### src/rtl/smeu_pkg.sv
// Package for the stack machine execute unit.
// Holds opcode and status codes, FSM state type and control/status structs.
// No dependencies.
package smeu_pkg;

	localparam int DATA_W    = 32;
	localparam int OP_W      = 4;
	localparam int ST_W      = 3;
	localparam int DIV_STEPS = 32;

	typedef enum logic [OP_W-1:0] {
		OP_ADD      = 4'd0,
		OP_SUB      = 4'd1,
		OP_MUL      = 4'd2,
		OP_DIV      = 4'd3,
		OP_PUSH1    = 4'd4,
		OP_PUSH0    = 4'd5,
		OP_PUSHIMM  = 4'd6,
		OP_RET      = 4'd7,
		OP_RETBOOL  = 4'd8,
		OP_RETS32   = 4'd9,
		OP_JMP      = 4'd10,
		OP_JMPTRUE  = 4'd11,
		OP_JMPFALSE = 4'd12
	} op_t;

	typedef enum logic [ST_W-1:0] {
		ST_RUNNING   = 3'd0,
		ST_RETURNED  = 3'd1,
		ST_DIVZERO   = 3'd2,
		ST_INVALID   = 3'd3,
		ST_UNDERFLOW = 3'd4,
		ST_OVERFLOW  = 3'd5
	} status_t;

	typedef enum logic [1:0] {
		CS_IDLE,
		CS_EXEC,
		CS_DIV
	} ctrl_state_t;

	// Controller to datapath
	typedef struct packed {
		logic in_ready;
		logic commit;
		logic div_start;
	} ctrl_cmd_t;

	// Datapath to controller
	typedef struct packed {
		logic in_valid;
		logic need_div;
		logic div_done;
		logic out_free;
	} dp_stat_t;

endpackage

### src/rtl/smeu_ctrl.sv
// Controller FSM of the execute unit: accepts an instruction, sequences
// execution and the divider, and commits the result. Depends on smeu_pkg.
module smeu_ctrl
	import smeu_pkg::*;
(
	input  logic      clk,
	input  logic      arst_n,
	input  dp_stat_t  stat,
	output ctrl_cmd_t cmd
);

	ctrl_state_t state_q;
	ctrl_state_t state_d;

	// Advance state
	always_ff @(posedge clk or negedge arst_n) begin
		if (!arst_n) begin
			state_q <= CS_IDLE;
		end else begin
			state_q <= state_d;
		end
	end

	// Next state
	always_comb begin
		state_d = state_q;
		case (state_q)
			CS_IDLE: begin
				if (stat.in_valid) state_d = CS_EXEC;
			end
			CS_EXEC: begin
				if (stat.need_div) state_d = CS_DIV;
				else if (stat.out_free) state_d = CS_IDLE;
			end
			CS_DIV: begin
				if (stat.div_done && stat.out_free) state_d = CS_IDLE;
			end
			default: state_d = CS_IDLE;
		endcase
	end

	// Outputs
	always_comb begin
		cmd = '0;
		case (state_q)
			CS_IDLE: begin
				cmd.in_ready = 1'b1;
			end
			CS_EXEC: begin
				cmd.div_start = stat.need_div;
				cmd.commit    = !stat.need_div && stat.out_free;
			end
			CS_DIV: begin
				cmd.commit = stat.div_done && stat.out_free;
			end
			default: cmd = '0;
		endcase
	end

endmodule

### config.mk
export PLATFORM = sky130hd
export DESIGN_NAME = smeu_ctrl
export DESIGN_NICKNAME = d
export VERILOG_FILES = /design/src/rtl/smeu_pkg.sv /design/src/rtl/smeu_ctrl.sv
export SDC_FILE = /design/constraint.sdc
export NUM_CORES = 1
export LEC_CHECK = 0
export BUFFER_PORTS_ARGS = -buffer_cell sky130_fd_sc_hd__clkbuf_2
export CAP_MARGIN = 15
export CORE_AREA = 2 2 39 41
export DETAILED_ROUTE_END_ITERATION = 10
export DIE_AREA = 0 0 41 43
export PLACE_DENSITY = 0.4
export SKIP_CTS_REPAIR_TIMING = 1
export SLEW_MARGIN = 40
export SYNTH_ARGS = -nofsm -noshare
export SYNTH_HDL_FRONTEND = slang
export SYNTH_SLANG_ARGS = --single-unit
### constraint.sdc
create_clock -name clk -period 1.6 [get_ports clk]
set_input_delay 0.24 -clock clk [delete_from_list [all_inputs] [get_ports clk]]
set_output_delay 0.24 -clock clk [all_outputs]
set_load 0.02 [all_outputs]
# Word level (Yosys, flattened, before mapping)
# Cells that the tools add are included.
# word_totals
ram_bits,0
ff_bits,2
latch_bits,0
rom_bits,0
in_bits,6
wordCells,19
output_inout_bits,3
n_memories,0
# classes
n_lt_le_gt_ge,0
n_eq_ne,5
add_sub_neg,0
n_div,0
reduce_logical,5
multipliers,0
shifts,0
mux,8
bitwise_logic,0
# ops
cell,n
2-to-1 mux 2 bit,4
case mux 2 bit (3 select lines),1
!= test 2 bit (second input constant),2
!= test 3 bit (second input constant),1
AND reduction 3 bit,1
== test 2 x 1 -> 1 bit (second input constant),1
== test 2 bit (second input constant),1
logical AND 1 bit,2
logical NOT 2 bit,1
2-to-1 mux 1 bit,2
case mux 1 bit (2 select lines),1
logical NOT 1 bit,1

# Logic depth before layout (Yosys ltp)
# Gate-level depths: netlist of run 1.
# logic_depth
depth_word,3
depth_mapped,5
ltp_nobuf,5

# Worst setup path before layout of run 1
# OpenSTA, ideal clock, no wires.
# synth_timing
path_kind,register -> register
startpoint,register state_q[0]
endpoint,register state_q[1]
path_stages_with_launch,6
path_buffers,0
slack_ns,0.172
t_arrival_ns,1.303
period_less_slack_ns,1.428
setup_time_ns,0.125
path_cell_list,dfrtp_1 -> inv_1 -> ha_1 -> nor2b_1 -> nor3_2 -> mux2_4
# synth_between
elab_chain_cells,3
word_cells_on_any_way,8
classes_between,eq/ne (5); mux (1); reduce/logical (2)
# synth_lines
item,line_no,source
start: declaration,smeu_ctrl.sv:12,ctrl_state_t state_q;
start signal: assignment,smeu_ctrl.sv:20,state_q <= state_d;
== test 2 x 1 -> 1 bit (tied with other cells),smeu_ctrl.sv:27,case (state_q)
!= test 3 bit (no line) or != test 2 bit (tied branches),--,
AND reduction 3 bit (no line),--,
# Several ways; a longest one is shown, not always the timed one.
# A chain may end at the register's enable or synchronous reset.

==> results of run 1 <==
where the power goes:
| group | switching [mW] | internal (mW) |
|---|---|---|
| Combinational | 0.156 | 0.153 |
| Sequential | 0.0247 | 0.0746 |
| Clock | 0.0308 | 0.0829 |
| Total | 0.212 | 0.310 |
routing by layer:
metal,up-vias,part of all wire,track usage
met4,0,0,0.100
met3,0,0.11,0.0314
met5,-,0,0
li1,95,-,-
met2,9,0.47,0.0750
met1,88,0.42,0.0839
through the flow:
step                      power (mW)  instance area (sq um)  setup TNS, ns  worst slack (ns)  hold slack, ns
after floorplan                0.302                    203              0             0.172         -0.0556
after global placement         0.368                    263              0             0.147          0.0257
after detailed placement       0.370                    263              0             0.138          0.0273
after CTS                      0.496                    285              0            0.0219          -0.218
after global routing           0.586                    309       -0.00707          -0.00707           0.325
final                          0.522                    309              0             0.103           0.329
worst reg2reg max path, stage by stage, from the launching register on:
cell	delay [ns]
dfrtp_1	0.41
buf_4	0.15
ha_1	0.18
nor3b_2	0.17
nor3_2	0.14
mux2_4	0.32
layout make-up:
class,instances,area (sq um),area share
sequential,2,50.0,0.162
multi-input combinational,16,149,0.482
clock buffer,3,22.5,0.0729
inverter,2,7.51,0.0243
tap,16,20.0,0.0648
timing repair buffer,10,60.1,0.194
Yosys cell counts:
cell type,instances
nand2_1,2
nor3b_1,1
and2_1,1
ha_1,4
a21boi_1,1
nor2b_1,1
nand2b_1,1
inv_1,2
a21oi_1,1
o32a_2,1
nor3_2,1
nor3b_2,1
dfrtp_1,2
mux2_4,1
cells by family after synthesis:
group | synth area share
DFF | 0.247
AOI/OAI and AO/OA | 0.117
muxes | 0.0741
buffers and inverters | 0.0371
and+or+nand+nor | 0.278
adders and majority gates | 0.247
path summary, 6_finish.rpt:
kind	cells after the start	slack [ns]	start	to
min reg2reg	1	0.56	state_q[1]$_DFFE_PN0P_	state_q[1]$_DFFE_PN0P_
max	5	0.10	state_q[0]$_DFFE_PN0P_	cmd[1]
min in group clk	3	0.46	stat[2]	state_q[1]$_DFFE_PN0P_
min	2	0.33	arst_n	state_q[0]$_DFFE_PN0P_
max reg2reg	5	0.12	state_q[0]$_DFFE_PN0P_	state_q[1]$_DFFE_PN0P_
max in group asynchronous	2	1.17	arst_n	state_q[1]$_DFFE_PN0P_
==> flow_summary_export.csv, run 1 <==
group,metric,value,unit
timing,slew_violations,0,
drt,drtIter0Drc,0,
critical_path,path_cells,"inv_2 > ha_1 > nand2_1 > a21oi_2 > buf_4",
timing,fmax,668,MHz
place,placedCellCount,44,
finish,nets,45,
die,rows,14,
timing,hold_viol_final,0,
outcome,status,"finished, final reports clean",
finish,fillers,162,
yosys,ys_seq_area_frac,0.247,
finish,mostFrequentLayoutCells,"clkbuf_2 (7), ha_1 (4), clkbuf_4 (3)",
die,core_area,1380,sq um
yosys,yosys-top-cells-area,"dfrtp_1 (25%), ha_1 (25%), mux2_4 (7.4%)",
cts,cts_tree,"built",
cts,cts.sinks,2,
yosys,syn-num-nets,30,
finish,antennaDiodeCount,0,
drt,vias,192,
finish,top_regs,"state_q x2",
yosys,synth_warnings,0,
finish,layout-drive-gt1-share,0.576,
drt,routed_via_density,3.92,
grt,grt-ovfl-total,0,
critical_path,start_kind,"register",
die,fp.dieH,43,um
critical_path,path_class,"reg2out",
drt,antenna_left,0,
critical_path,crit_family,"flip-flops",
critical_path,path_buf_inv,2,
drt,drtPass1Iterations,1,
timing,skew,0.00185,ns
timing,finalCriticalPeriod,1.50,ns
critical_path,crit_fanout,4,
timing,post-route-period-util,0.936,
yosys,synth_area_leader_cell,"dfrtp_1",
place,place.gp.congestion,0.657,
drt,wl_per_cell,9.69,um
yosys,synth.top_cell.area_share,0.247,
finish,layout.cells.most_common,"clkbuf_2",
critical_path,worst_ep_arrival_time,1.26,ns
grt,grt_pass1_wl,724,um
die,die-area,1760,sq um
grt,grtUsageTotal,0.0714,
grt,grt_max_degree,5,
critical_path,cp_slowest_cell,"dfrtp_1",
critical_path,worstPathRequired,1.36,ns
place,dpl.hpwl,362,um
die,start_util,0.146,
place,port_buffers,8,
min_path,hp-class,"in2async",
timing,maxSlewHeadroom,0.817,
cts,cts_buffers,3,
yosys,synth_cell_types,14,
finish,postLayoutCoreUtil,0.223,
power_and_ir_drop,ir_drop,0.000499,V
grt,antenna_found_initial,0,
grt,grt_pass1_vias,179,
die,io_pins,9,
cts,cts_htree_levels,1,
critical_path,cpPeakStageDelay,0.40,ns
critical_path,endpoint_kind,"output pin",
finish,top_register,"state_q",
timing,tightest_slew,0.274,ns
cts,clock_latency,0.23,ns
drt,wl,475,um
power_and_ir_drop,leakagePower,0.149,nW
yosys,syn-cell-area,203,sq um
finish,stdcell_count,49,
power_and_ir_drop,power.density,1690,nW/um^2
yosys,netlist_instances,20,
yosys,avgSynthCellArea,10.1,sq um
cts,clk_pin_slew,0.03,ns
finish,largest_reg_flops,2,
job,max-cap-violations,0,
die,dieWidth,41,um
timing,finalSetupViolCount,0,
cts,root_buffer,"clkbuf_4",
cts,clockBufferDepth,2,
finish,syn2layout_area_growth,52.5,%
yosys,synth-seq-cells,2,
drt,drc_errors,0,
Note: power is estimated with default switching activity, not from simulation.
==> run 2, diff against run 1 <==
clock period = 1.78 ns   (was 1.6 ns; I/O delays follow)
==> run 2 against run 1 <==
Net effect:
- power is 17% lower
- cell area shrank 4.5%
- first-iteration DRC count up 1
- sequential share of layout area up 0.75 points
- die area is the same
- setup slack better by 0.086 ns
- count of clock-buffer cells in the layout did not move
- largest cell class unchanged
==> flow_summary_export.csv, run 2 (synthesis gave the netlist of run 1 again) <==
group,metric,value,unit
die,dieWidth,41,um
place,placedCellCount,44,
timing,layout_setup_ws,0.190,ns
drt,drc_errors,0,
place,place_ws,0.290,ns
cts,cts_buffers,3,
finish,antennaDiodeCount,0,
timing,fmax,629,MHz
drt,routed_via_density,3.85,
critical_path,endpoint_kind,"output pin",
outcome,status,"finished, final reports clean",
drt,drtIter0Drc,1,
drt,vias,185,
critical_path,rrSetupSlack,0.30,ns
critical_path,worst_ep_arrival_time,1.32,ns
cts,cts.sinks,2,
grt,grt-ovfl-total,0,
finish,fin_area,295,sq um
die,rows,14,
power_and_ir_drop,clkPwrFrac,0.232,
timing,totalNegativeSetupSlack,0,ns
critical_path,endpoint,"cmd[1]",
timing,finalCriticalPeriod,1.59,ns
job,max-cap-violations,0,
drt,wl_per_cell,9.25,um
drt,wl,444,um
place,place.gp.congestion,0.693,
cts,clock_latency,0.22,ns
timing,post-route-period-util,0.893,
cts,root_buffer,"clkbuf_4",
power_and_ir_drop,power,0.431,mW
power_and_ir_drop,p_sw,0.174,mW
finish,nets,44,
die,start_util,0.146,
critical_path,path_class,"reg2out",
timing,finalSetupViolCount,0,
timing,slew_violations,0,
timing,tightest_slew,0.303,ns
die,core_area,1380,sq um
finish,syn2layout_area_growth,45.7,%
finish,layout-drive-gt1-share,0.469,
power_and_ir_drop,p_int,0.257,mW
die,fp.dieH,43,um
drt,drtPass1Iterations,2,
critical_path,r2r-start,"state_q[0]$_DFFE_PN0P_",
timing,skew,0.000534,ns
grt,grt_pass1_vias,198,
power_and_ir_drop,p_sw_frac,0.403,
min_path,hp-class,"in2async",
place,dpl.hpwl,366,um
die,die-area,1760,sq um
place,postPlaceCellArea,263,sq um
critical_path,worstRegToRegCells,5,
power_and_ir_drop,power_frac_comb,0.563,
finish,layout.cells.most_common,"clkbuf_2",
place,port_buffers,8,
grt,grt_pass1_wl,738,um
critical_path,worstPathRequired,1.51,ns
die,io_pins,9,
power_and_ir_drop,ir_drop,0.000496,V
cts,cts_htree_levels,1,
power_and_ir_drop,power.density,1460,nW/um^2
grt,antenna_found_initial,0,
cts,cts_tree,"built",
cts,clk_pin_slew,0.03,ns
grt,grt_max_degree,5,
timing,rsz0062_at_grt,"no",
timing,maxSlewHeadroom,0.797,
finish,fillers,150,
critical_path,crit_path_start,"state_q[0]$_DFFE_PN0P_",
power_and_ir_drop,leakagePower,0.145,nW
critical_path,r2r-end,"state_q[1]$_DFFE_PN0P_",
cts,clockBufferDepth,2,
timing,hold_viol_final,0,
critical_path,crit_fanout,4,
finish,top_regs,"state_q x2",
finish,largest_reg_flops,2,
grt,grtUsageTotal,0.0663,
critical_path,start_kind,"register",
power_and_ir_drop,power.share.sequential,0.205,
drt,antenna_left,0,
finish,stdcell_count,48,
finish,top_register,"state_q",
finish,mostFrequentLayoutCells,"clkbuf_2 (8), ha_1 (4), clkbuf_4 (3)",
==> run 2: changes by cell type in the layout (fill, tap and decap cells not counted), sizes merged <==
cell,before,now
buf,2,0
clkbuf,10,11
==> run 2: routing by layer <==
layer  wire (um)  vias up  track usage
met5           0        -            0
met1         213       79       0.0935
met3          51        2            0
li1            -       93            -
met4          15        0       0.0800
met2         163       11       0.0781
==> run 2: worst max-delay path, cell delays in order (launching register included) <==
cell and delay (ns):
dfrtp_1 0.39, inv_1 0.08, ha_1 0.28, nand2_1 0.04
a21oi_1 0.12, clkbuf_2 0.19
==> run 2: cell type report <==
class,instances,area (sq um),area share
Clock buffer,3,22.5,0.0763
Inverter,2,7.51,0.0254
Multi-Input combinational cell,16,145,0.492
Sequential cell,2,50.0,0.169
Tap cell,16,20.0,0.0678
Timing Repair Buffer,9,50.0,0.169
==> run 2: power groups by stage <==
stage / Combinational, mW / Clock (mW) / Sequential, mW
after detailed placement: 0.242 / 0 / 0.0896
final: 0.243 / 0.100 / 0.0882
after CTS: 0.245 / 0.108 / 0.0890
after floorplan: 0.189 / 0 / 0.0826
after global placement: 0.231 / 0 / 0.0868
after global routing: 0.274 / 0.117 / 0.0922
==> run 2: worst min-delay path by stage <==
stage                             endpoint  slack, ns  cells after the start
floorplan           state_q[0]$_DFFE_PN0P_      -0.03                      0
global placement    state_q[0]$_DFFE_PN0P_       0.06                      1
CTS                 state_q[0]$_DFFE_PN0P_      -0.19                      1
global route        state_q[1]$_DFFE_PN0P_       0.36                      2
finish              state_q[1]$_DFFE_PN0P_       0.36                      2
detailed placement  state_q[1]$_DFFE_PN0P_       0.06                      1
==> run 2: through the flow <==
| step | utilization | hold slack [ns] |
|---|---|---|
| 3_5_place_dp | 0.190 | 0.0556 |
| 4_1_cts | 0.206 | -0.186 |
| 2_1_floorplan | - | -0.0286 |
| 5_1_grt | 0.213 | 0.359 |
| 3_3_place_gp | 0.190 | 0.0562 |
| 6_report | 0.213 | 0.364 |
